[src/rtl/core/isc_pkg.sv]
`timescale 1ns / 1ps
`default_nettype none

package isc_pkg;

  // limits of the checked program
  localparam int unsigned MAX_OP_SIZE     = 64;
  localparam int unsigned REG_FILE_WORDS  = 4096;
  localparam int unsigned MAX_PROGRAM_LEN = 16383;

  // field widths
  localparam int unsigned KIND_W  = 2;
  localparam int unsigned WORD_W  = 17;
  localparam int unsigned SIZE_W  = 8;
  localparam int unsigned CNT_W   = 14;
  localparam int unsigned STAT_W  = 4;
  localparam int unsigned VERD_W  = 3;

  // stream data widths, padded to whole bytes
  localparam int unsigned IN_DATA_W   = 32;
  localparam int unsigned OUT_DATA_W  = 72;
  localparam int unsigned CAP_RESET   = 16383;

  // one bit wider than a word, for the bound compares
  localparam logic [WORD_W:0] RF_WORDS_X    = (WORD_W + 1)'(REG_FILE_WORDS);
  localparam logic [SIZE_W-1:0] MAX_SIZE_C  = SIZE_W'(MAX_OP_SIZE);
  localparam logic [CNT_W-1:0] MAX_LEN_C    = CNT_W'(MAX_PROGRAM_LEN);
  localparam logic [CNT_W-1:0] CNT_SAT      = {CNT_W{1'b1}};

  typedef enum logic [KIND_W-1:0] {
    KIND_FILL  = 2'd0,
    KIND_MAC   = 2'd1,
    KIND_RDACC = 2'd2,
    KIND_END   = 2'd3
  } kind_e;

  typedef enum logic [STAT_W-1:0] {
    ST_OK           = 4'd0,
    ST_FILL_SIZE    = 4'd1,
    ST_FILL_OVERRUN = 4'd2,
    ST_NO_FILL      = 4'd3,
    ST_SIZE_MISMATCH = 4'd4,
    ST_WORD_PAST_END = 4'd5,
    ST_NOT_CONTIG   = 4'd6,
    ST_UNDRAINED    = 4'd7,
    ST_FULL         = 4'd8
  } status_e;

  typedef enum logic [VERD_W-1:0] {
    VD_VALID     = 3'd0,
    VD_EARLIER   = 3'd1,
    VD_EMPTY     = 3'd2,
    VD_TOO_LONG  = 3'd3,
    VD_NO_END    = 3'd4,
    VD_UNDRAINED = 3'd5
  } verdict_e;

  typedef struct packed {
    kind_e             kind;
    logic [WORD_W-1:0] result_word;
    logic [SIZE_W-1:0] op_size;
  } item_t;

  typedef struct packed {
    logic [CNT_W-1:0]  item_count;
    logic [SIZE_W-1:0] fill_size;
    logic [CNT_W-1:0]  undrained_count;
    logic              run_seen;
    logic [WORD_W-1:0] run_low;
    logic [WORD_W-1:0] run_high;
    logic              error_seen;
    logic              last_was_end;
  } chk_state_t;

  typedef struct packed {
    status_e           status;
    logic [CNT_W-1:0]  item_index;
    logic [CNT_W-1:0]  pending_accumulates;
    logic              run_valid;
    logic [WORD_W-1:0] run_first;
    logic [WORD_W-1:0] run_last;
    verdict_e          verdict;
  } result_t;

endpackage

`default_nettype wire

[src/rtl/core/instruction_sequence_checker_core.sv]
`timescale 1ns / 1ps
`default_nettype none

// channel    | direction | handshake                  | payload
// -----------+-----------+----------------------------+----------------------------------
// s_axis     | in        | s_axis_tvalid_i/tready_o   | tuser kind, tdata word + op_size
// m_axis     | out       | m_axis_tvalid_o/tready_i   | tdata status .. verdict
// cfg        | in        | cfg_we_i                   | cfg_wdata_i program_capacity
//
// one instruction per cycle while the output is not stalled; each item passes through
// the input register, then checker logic into the result register
// checker state updates in the same edge the result register loads, so each
// item sees the state left by the one before it
// asynchronous active-low reset clears checker state and sets capacity to its maximum
// a stalled output holds both registers; ready drops only when both are full
module instruction_sequence_checker_core (
  input  logic                              clk_i,
  input  logic                              rst_ni,
  // configuration write: program_capacity
  input  logic                              cfg_we_i,
  input  logic [isc_pkg::CNT_W-1:0]         cfg_wdata_i,
  // input stream
  input  logic                              s_axis_tvalid_i,
  output logic                              s_axis_tready_o,
  // [16:0] result_word, [24:17] op_size, [31:25] zero
  input  logic [isc_pkg::IN_DATA_W-1:0]     s_axis_tdata_i,
  // [1:0] kind
  input  logic [isc_pkg::KIND_W-1:0]        s_axis_tuser_i,
  // output stream
  output logic                              m_axis_tvalid_o,
  input  logic                              m_axis_tready_i,
  // [3:0] status, [17:4] item_index, [31:18] pending_accumulates, [32] run_valid,
  // [49:33] run_first, [66:50] run_last, [69:67] verdict, [71:70] zero
  output logic [isc_pkg::OUT_DATA_W-1:0]    m_axis_tdata_o
);
  import isc_pkg::*;

  logic [CNT_W-1:0] capacity_q;
  logic             in_valid_q;
  item_t            item_q;
  logic             out_valid_q;
  result_t          result_q;
  chk_state_t       state_q;
  chk_state_t       state_d;
  result_t          result_d;
  logic             advance;
  logic             in_take;

  // result register frees when empty or being taken this cycle
  assign advance         = !out_valid_q || m_axis_tready_i;
  assign s_axis_tready_o = !in_valid_q || advance;
  assign in_take         = s_axis_tvalid_i && s_axis_tready_o;

  always_ff @(posedge clk_i or negedge rst_ni) begin
    if (!rst_ni) begin
      capacity_q <= CNT_W'(CAP_RESET);
    end else if (cfg_we_i) begin
      capacity_q <= cfg_wdata_i;
    end
  end

  // input register
  always_ff @(posedge clk_i or negedge rst_ni) begin
    if (!rst_ni) begin
      in_valid_q <= 1'b0;
    end else if (s_axis_tready_o) begin
      in_valid_q <= s_axis_tvalid_i;
    end
  end

  always_ff @(posedge clk_i) begin
    if (in_take) begin
      item_q.kind        <= kind_e'(s_axis_tuser_i);
      item_q.result_word <= s_axis_tdata_i[WORD_W-1:0];
      item_q.op_size     <= s_axis_tdata_i[WORD_W+SIZE_W-1:WORD_W];
    end
  end

  isc_eval u_eval (
    .item_i     (item_q),
    .state_i    (state_q),
    .capacity_i (capacity_q),
    .state_o    (state_d),
    .result_o   (result_d)
  );

  // checker state commits together with the result
  always_ff @(posedge clk_i or negedge rst_ni) begin
    if (!rst_ni) begin
      state_q     <= '0;
      out_valid_q <= 1'b0;
    end else if (in_valid_q && advance) begin
      state_q     <= state_d;
      out_valid_q <= 1'b1;
    end else if (m_axis_tready_i) begin
      out_valid_q <= 1'b0;
    end
  end

  always_ff @(posedge clk_i) begin
    if (in_valid_q && advance) begin
      result_q <= result_d;
    end
  end

  assign m_axis_tvalid_o = out_valid_q;
  assign m_axis_tdata_o  = {2'b00,
                            result_q.verdict,
                            result_q.run_last,
                            result_q.run_first,
                            result_q.run_valid,
                            result_q.pending_accumulates,
                            result_q.item_index,
                            result_q.status};

endmodule

`default_nettype wire

[src/rtl/core/isc_eval.sv]
`timescale 1ns / 1ps
`default_nettype none

module isc_eval (
  input  isc_pkg::item_t              item_i,
  input  isc_pkg::chk_state_t         state_i,
  input  logic [isc_pkg::CNT_W-1:0]   capacity_i,
  output isc_pkg::chk_state_t         state_o,
  output isc_pkg::result_t            result_o
);
  import isc_pkg::*;

  logic            full;
  logic [WORD_W:0] fill_end;
  logic [WORD_W:0] next_word;
  logic            accept;
  logic            is_end;
  status_e         status;
  chk_state_t      nxt;
  verdict_e        verdict;

  assign full      = state_i.item_count >= capacity_i;
  assign fill_end  = {1'b0, item_i.result_word} + (WORD_W + 1)'(item_i.op_size);
  assign next_word = {1'b0, state_i.run_high} + (WORD_W + 1)'(1);

  always_comb begin
    nxt    = state_i;
    status = ST_OK;
    accept = 1'b0;
    is_end = 1'b0;
    unique case (item_i.kind)
      KIND_FILL: begin
        if (item_i.op_size == '0 || item_i.op_size > MAX_SIZE_C) begin
          status = ST_FILL_SIZE;
        end else if (fill_end > RF_WORDS_X) begin
          status = ST_FILL_OVERRUN;
        end else if (full) begin
          status = ST_FULL;
        end else begin
          accept        = 1'b1;
          nxt.fill_size = item_i.op_size;
        end
      end
      KIND_MAC: begin
        if (state_i.fill_size == '0) begin
          status = ST_NO_FILL;
        end else if (item_i.op_size != state_i.fill_size) begin
          status = ST_SIZE_MISMATCH;
        end else if (full) begin
          status = ST_FULL;
        end else begin
          accept = 1'b1;
          if (state_i.undrained_count != CNT_SAT) begin
            nxt.undrained_count = state_i.undrained_count + CNT_W'(1);
          end
        end
      end
      KIND_RDACC: begin
        if ({1'b0, item_i.result_word} >= RF_WORDS_X) begin
          status = ST_WORD_PAST_END;
        end else begin
          // run update stands even when the item is then refused as full
          if (!state_i.run_seen) begin
            nxt.run_seen = 1'b1;
            nxt.run_low  = item_i.result_word;
            nxt.run_high = item_i.result_word;
          end else if ({1'b0, item_i.result_word} != next_word) begin
            status = ST_NOT_CONTIG;
          end else begin
            nxt.run_high = item_i.result_word;
          end
          if (status == ST_OK) begin
            if (full) begin
              status = ST_FULL;
            end else begin
              accept              = 1'b1;
              nxt.undrained_count = '0;
            end
          end
        end
      end
      KIND_END: begin
        if (state_i.undrained_count != '0) begin
          status = ST_UNDRAINED;
        end else if (full) begin
          status = ST_FULL;
        end else begin
          accept = 1'b1;
          is_end = 1'b1;
        end
      end
      default: status = ST_OK;
    endcase

    if (accept) begin
      nxt.item_count   = state_i.item_count + CNT_W'(1);
      nxt.last_was_end = is_end;
    end
    if (status != ST_OK) begin
      nxt.error_seen = 1'b1;
    end

    if (nxt.error_seen) begin
      verdict = VD_EARLIER;
    end else if (nxt.item_count == '0) begin
      verdict = VD_EMPTY;
    end else if (nxt.item_count > MAX_LEN_C) begin
      verdict = VD_TOO_LONG;
    end else if (!nxt.last_was_end) begin
      verdict = VD_NO_END;
    end else if (nxt.undrained_count != '0) begin
      verdict = VD_UNDRAINED;
    end else begin
      verdict = VD_VALID;
    end
  end

  assign state_o                      = nxt;
  assign result_o.status              = status;
  assign result_o.item_index          = state_i.item_count;
  assign result_o.pending_accumulates = nxt.undrained_count;
  assign result_o.run_valid           = nxt.run_seen;
  assign result_o.run_first           = nxt.run_low;
  assign result_o.run_last            = nxt.run_high;
  assign result_o.verdict             = verdict;

endmodule

`default_nettype wire

[config.mk]
export PLATFORM = sky130hd
export DESIGN_NAME = instruction_sequence_checker_core
export DESIGN_NICKNAME = d
export VERILOG_FILES = /design/src/rtl/core/isc_pkg.sv /design/src/rtl/core/instruction_sequence_checker_core.sv /design/src/rtl/core/isc_eval.sv
export SDC_FILE = /design/constraint.sdc
export NUM_CORES = 1
export LEC_CHECK = 0
export BUFFER_PORTS_ARGS = -buffer_cell sky130_fd_sc_hd__buf_2
export CAP_MARGIN = 20
export CORE_MARGIN = 1
export CORE_UTILIZATION = 63
export DETAILED_ROUTE_END_ITERATION = 8
export GPL_TIMING_DRIVEN = 1
export PLACE_DENSITY = 0.87
export REMOVE_ABC_BUFFERS = 1
export SYNTH_ARGS = -nofsm -noshare
export SYNTH_HDL_FRONTEND = slang
export SYNTH_SLANG_ARGS = --single-unit
[constraint.sdc]
create_clock -name clk_i -period 6.85 [get_ports clk_i]
set_input_delay 1.37 -clock clk_i [delete_from_list [all_inputs] [get_ports clk_i]]
set_output_delay 1.37 -clock clk_i [all_outputs]
set_load 0.02 [all_outputs]
==> results.txt, run 1 <==
vias in the first global route = 6922
post-synth top area share = 29.68%
WL final = 21680 um
setup_tns = 0 ns
PD cells = 263.5 nW/um^2
Die Width = 126.8 um
Syn Inst Count = 923
Worst Setup End Kind = flip-flop
Slew @ Worst Pin = 1.094 ns
DRC viols = 0
Syn Std Cell Area = 9814 um^2
Slowest cell on crit path = o21ai_0
Nets = 1100
Crit Path Max Fanout = 17
Slew Limit Fails = 0
Tot Pwr = 2.901 mW
Overflow after GRT = 0
simple-gate share of the synthesized area = 17.84%
hold slack = 0.4732 ns
Reg area = 5157 um^2
Die Y = 126.8 um
Max Root-Sink Buffers = 2
H-tree depth = 4
Final Skew = 0.007929 ns
share of cells above drive strength 1 = 22.57%
crit path buf inv count = 2
Seq/Total Area, Yosys = 52.55%
largest net degree at the start of global routing = 91
Main synth FF type = edfxtp_1
core area = 15200 um^2
diode count = 0
Synth Area in Adders = 4.156%
top post-synthesis cells by area = edfxtp_1 30%, dfrtp_1 19%, mux2_2 4.9%
initial antenna violation count = 0
# hold bufs at CTS = 0
multi-input logic area = 4279 um^2
Syn. warnings = 0
minimum clock period = 4.663 ns
GR Util All Layers = 28.27%
Critical Path Max Stage Delay = 0.76 ns
post-synth cell types = 80
P_leak = 4.581 nW
DR pass1 iterations = 5
HP Class = flip-flop to flip-flop
via count = 7449
number of flops mapped to enable cells by yosys = 97
crit path DAT = 4.85 ns
critical path class = flip-flop to flip-flop
Buffers on Ports = 117
Tcrit/Tclk final = 68.08%
final setup fails = 0
placed insts = 1184
starting density of the core = 64.56%
clk_lat worst skew = 0.44 ns
fillers = 1071
first-pass GRT wire length = 35310 um
crit start category = flip-flop
maximum vdd drop = 0.0001900 V
crit path cell chain = inv_1 -> ha_1 -> a21oi_1 -> o21ai_0 -> a221oi_1 -> o21ai_1 -> buf_4 -> o21ai_0 -> a21boi_0 -> a221o_1 -> or4_1 -> nor4_2 -> nor2b_1 -> nor3b_2
#FFs+latches synth = 186
Layout Area Growth over Synthesis = 12.15%
Peak Freq = 214.4 MHz
mux share of post-synthesis cell area = 5.699%
CP required = 7.04 ns
largest delay contributor family on the critical path = compound AO/OA/AOI/OAI gates
RSZ-0062 raised after global routing = no
Iteration-0 DRC Markers = 654
post-DP HPWL = 14490 um
Routed wire per std cell = 17.83 um
run status = finished, final reports clean
Max-cap violations = 0
Clock transition at path regs = 0.07 ns
Clock Sink Count = 186
drt via density = 6.126
Die ar. = 16080 um^2
worst setup margin = 2.187 ns
GP Congestion = 0.9027
most frequent cells in the layout = 116 x buf_2, 111 x nand2_1, 97 x edfxtp_1, 79 x nor2_1, 75 x dfrtp_1
TritonCTS clock tree = built
xor/xnor share of the synthesized area = 4.284%
post-CTS setup buffers = 0
Root Buffer = clkbuf_16
IO Pins = 127
Slew HR = 27.04%
DP Worst Slack = 2.241 ns
Final ANT Viol Nets = 0
Compound-Gate Fraction of Synth Area = 11.55%
CP most frequent cell = o21ai_0
final std cells w/o fill = 1216
Num CTS Buffers = 17
final hold vios = 0
Synth area leader = edfxtp_1
largest family of logic cells by synthesized area = simple AND/OR/NAND/NOR gates
async set or reset register ratio after synthesis = 47.85%
average cell area after synthesis = 10.63 um^2
row count = 45
leading cell type in the layout, fill and taps excluded = buf_2
cts repair resizes = 0
-- final timing paths --
kind                                            from  slack (ns)                               end  cells after the start
max                        capacity_q[2]$_DFFE_PN1P_        2.19  m_axis_tdata_o[69]$_SDFFCE_PP0P_                     14
min                          state_q[29]$_DFFE_PN0P_        0.47           state_q[29]$_DFFE_PN0P_                      2
max reg2reg                capacity_q[2]$_DFFE_PN1P_        2.19  m_axis_tdata_o[69]$_SDFFCE_PP0P_                     14
min reg2reg                  state_q[29]$_DFFE_PN0P_        0.47           state_q[29]$_DFFE_PN0P_                      2
max in group asynchronous                     rst_ni        4.88           state_q[22]$_DFFE_PN0P_                      2
min in group asynchronous                     rst_ni        0.91           state_q[70]$_DFFE_PN0P_                      1
-- worst register-to-register path: cells and delay by family, from the launching register on --
family          cells  cell delay (ns)
compound gates      7             2.31
fa+ha+maj           1             0.30
flops               1             0.53
buf+inv             2             0.29
simple gates        4             1.00
-- layout make-up --
type / count / area share (%)
Sequential cell: 186 / 46.86
Tap cell: 188 / 2.137
Timing Repair Buffer: 122 / 5.684
Multi-Input combinational cell: 647 / 38.88
Clock inverter: 8 / 0.5570
Clock buffer: 24 / 4.467
Inverter: 41 / 1.421
-- report_power, final --
part	total [mW]	leakage, nW	internal (mW)	switching [mW]
logic	0.553	2.28	0.220	0.333
registers	1.42	2.03	1.30	0.120
clock network	0.928	0.271	0.506	0.422
-- state kept, by name, summed over array words and instances (netlist names) --
signal	flops
capacity_q	14
in_valid_q	1
item_q	27
m_axis_tdata_o	70
m_axis_tvalid_o	1
state_q	73
-- layer usage --
| metal | vias to the layer above | track usage, % | share of wire, % |
|---|---|---|---|
| li1 | 3530 | - | - |
| met1 | 3547 | 38.99 | 43 |
| met2 | 320 | 45.22 | 48 |
| met3 | 52 | 4.555 | 6.1 |
| met4 | 0 | 11.13 | 2.4 |
| met5 | - | 0 | 0 |
-- synth_stat cells, types with 5 or more instances --
cell / n
buf_2: 6
and4_1: 6
mux2_2: 43
xnor2_1: 37
nor2b_1: 13
ha_1: 31
and3_1: 12
edfxtp_1: 97
o211ai_1: 5
or3_1: 6
dfrtp_1: 75
o21a_1: 5
nand2b_1: 6
nor4_1: 17
xor2_1: 11
nor3_1: 16
a31oi_1: 11
o22ai_1: 5
and2_1: 13
a21o_1: 9
nand3_1: 25
a21boi_0: 5
a211oi_1: 7
o21ai_0: 41
or4_1: 7
nor2_1: 79
inv_1: 41
mux2i_1: 6
nand4_1: 19
dfstp_2: 14
a21oi_1: 28
clkbuf_1: 32
nand2_1: 111
-- stage by stage --
stage | utilization, % | cell area [um^2]
floorplan | - | 9590
global placement | 68.77 | 10450
detailed placement | 68.77 | 10450
CTS | 72.40 | 11010
global route | 72.40 | 11010
finish | 72.40 | 11010
-- kinds of logic (layout without fill, tap and decap cells) --
logic type      after synthesis  in the layout
other cells                   1              2
compound gates              164            164
buf+inv                      91            195
fa+ha+maj                    32             32
flops                       186            186
xor+xnor                     48             48
simple gates                351            351
mux                          50             50
No activity file was read; power rests on OpenSTA's default activity.
==> run 2, diff against run 1 <==
CORE_UTILIZATION = 58   (was 63)
PLACE_DENSITY = 0.81   (was 0.87)
clock period = 4.5 ns   (was 6.85 ns; I/O delays follow)
==> run 2 against run 1 <==
  * Routed wire length shrank 0.30%
  * Critical path depth unchanged
  * Final cell count grew 4.4%
  * Non-clock buffer count grew 21
  * Highest routed layer unchanged
==> results.txt, run 2 (synthesis results as in run 1) <==
run status = finished, final reports clean
HP Class = flip-flop to flip-flop
Overflow after GRT = 0 (unchanged)
H-tree depth = 4 (unchanged)
Critical Path Max Stage Delay = 0.60 ns (-0.16 ns)
maximum vdd drop = 0.0002952 V (+55%)
share of cells above drive strength 1 = 24.12% (+1.6 points)
Crit Path Max Fanout = 10 (-7)
crit path cell chain = inv_1 -> ha_1 -> a21o_1 -> a221o_1 -> a21oi_1 -> o21ai_1 -> buf_4 -> nor4_1 -> mux2_2 -> a221o_1 -> or4_1 -> nor4_2 -> nor2_1 -> a21o_1
Layout Area Growth over Synthesis = 14.23%
Final ANT Viol Nets = 0 (unchanged)
PD cells = 397.8 nW/um^2 (+51%)
Final Skew = 0.008203 ns (+0.0002740 ns)
Tcrit/Tclk final = 92.84% (+25 points)
Reg-to-Reg Start = capacity_q[7]$_DFFE_PN1P_
P_leak = 4.692 nW (+2.4%)
TritonCTS clock tree = built
largest register by flop count = state_q
RSZ-0062 raised after global routing = no
reg-to-reg endpoint = m_axis_tdata_o[67]$_SDFFCE_PP1P_
WP depth = 14 (unchanged)
Routed wire per std cell = 17.03 um (-4.5%)
row count = 47 (+4.4%)
Slew Limit Fails = 0 (unchanged)
Max Root-Sink Buffers = 2 (unchanged)
leading cell type in the layout, fill and taps excluded = buf_2
starting density of the core = 59.39% (-5.2 points)
Slew @ Worst Pin = 0.9948 ns (-0.09954 ns)
Peak Freq = 239.4 MHz (+12%)
critical path class = flip-flop to flip-flop
Buffers on Ports = 117 (unchanged)
post-CTS setup buffers = 0 (unchanged)
vias in the first global route = 6957 (+0.51%)
GR Util All Layers = 25.72% (-2.5 points)
Hold Crit Depth = 2 (unchanged)
Slew HR = 33.68% (+6.6 points)
crit path buf inv count = 2 (unchanged)
Die ar. = 17450 um^2 (+8.5%)
DP Worst Slack = 0.3518 ns (-1.889 ns)
fillers = 1222 (+14%)
most frequent cells in the layout = 116 x buf_2, 111 x nand2_1, 97 x edfxtp_1, 79 x nor2_1, 75 x dfrtp_1
# hold bufs at CTS = 0 (unchanged)
post-route cell area = 11210 um^2 (+1.9%)
Slowest cell on crit path = or4_1
post-DP HPWL = 14870 um (+2.6%)
CP required = 4.69 ns (-2.35 ns)
dpl cell area = 10650 um^2 (+1.9%)
cts repair resizes = 0 (unchanged)
worst setup margin = 0.3223 ns (-1.864 ns)
diode count = 0 (unchanged)
Die Y = 132.1 um (+4.2%)
crit start category = flip-flop
crit path DAT = 4.37 ns (-0.48 ns)
Nets = 1121 (+1.9%)
clk_lat worst skew = 0.44 ns (about the same)
IO Pins = 127 (unchanged)
Setup crit end = m_axis_tdata_o[67]$_SDFFCE_PP1P_
FF-to-FF path depth = 14 (unchanged)
final setup fails = 0 (unchanged)
Root Buffer = clkbuf_16
final hold vios = 0 (unchanged)
minimum clock period = 4.178 ns (-0.4856 ns)
Iteration-0 DRC Markers = 592 (-9.5%)
Clock Sink Count = 186 (unchanged)
Largest register FFs = 73 (unchanged)
DRC viols = 0 (unchanged)
GP Congestion = 0.9548 (+5.8%)
drt via density = 5.913 (-3.5%)
via count = 7503 (+0.72%)
Clock transition at path regs = 0.07 ns (about the same)
WL final = 21610 um (-0.30%)
Worst Setup End Kind = flip-flop
DR pass1 iterations = 5 (unchanged)
Num CTS Buffers = 17 (unchanged)
R2R Setup Slk = 0.32 ns (-1.86 ns)
initial antenna violation count = 0 (unchanged)
first-pass GRT wire length = 35130 um (-0.51%)
Die Width = 132.1 um (+4.2%)
largest net degree at the start of global routing = 75 (-18%)
core area = 16520 um^2 (+8.7%)
largest delay contributor family on the critical path = compound AO/OA/AOI/OAI gates
Setup crit start = capacity_q[7]$_DFFE_PN1P_
Max-cap violations = 0 (unchanged)
-- run 2: cell types whose count changed in the layout (fill, tap and decap cells not counted), moves of 2 or more --
cell / change
clkinv_1: +2
clkbuf_1: -2
buf_4: +21
clkbuf_8: -3
-- run 2: through the flow --
stage	std cells	hold WS, ns	power, mW	util [%]	TNS, ns
floorplan	874	0.4401	2.744	-	-2.854
global placement	1237	0.4510	3.010	64.46	0
detailed placement	1237	0.4569	3.037	64.46	0
CTS	1269	0.4740	4.468	67.84	0
global route	1269	0.4950	4.645	67.84	0
finish	1269	0.4727	4.459	67.84	0
-- run 2: area by class of cell --
class,count,area (um^2),area share [%]
flip-flops and latches,186,5157,46.00
inverters,41,156.4,1.395
clock inverters,13,116.4,1.038
multi-input cells,647,4279,38.17
well taps,220,275.3,2.455
repair buffers,143,783.3,6.987
clock buffers,19,442.9,3.951
-- run 2: layer usage --
layer	GRT usage (%)	up-vias	wire, um
met5	0	-	0
met2	41.80	295	10250
met1	35.54	3591	9799
met4	8.592	0	432
met3	3.960	45	1126
li1	-	3572	-
-- run 2: worst min path at each step --
stage                                       start                       to  slack (ns)
after floorplan           state_q[19]$_DFFE_PN0P_  state_q[19]$_DFFE_PN0P_        0.44
after global placement    state_q[25]$_DFFE_PN0P_  state_q[25]$_DFFE_PN0P_        0.45
after detailed placement  state_q[30]$_DFFE_PN0P_  state_q[30]$_DFFE_PN0P_        0.46
after CTS                 state_q[30]$_DFFE_PN0P_  state_q[30]$_DFFE_PN0P_        0.47
after global routing      state_q[30]$_DFFE_PN0P_  state_q[30]$_DFFE_PN0P_        0.50
final                     state_q[30]$_DFFE_PN0P_  state_q[30]$_DFFE_PN0P_        0.47
-- run 2: power breakdown --
| part | internal [mW] | switching [mW] |
|---|---|---|
| sequential | 1.98 | 0.152 |
| clock | 0.781 | 0.656 |
| combinational | 0.355 | 0.536 |
-- run 2: tightest hold or removal path: stages, from the launching register on --
cell and delay (ns):
dfrtp_1 0.34, nand2_1 0.05, nand2_1 0.05
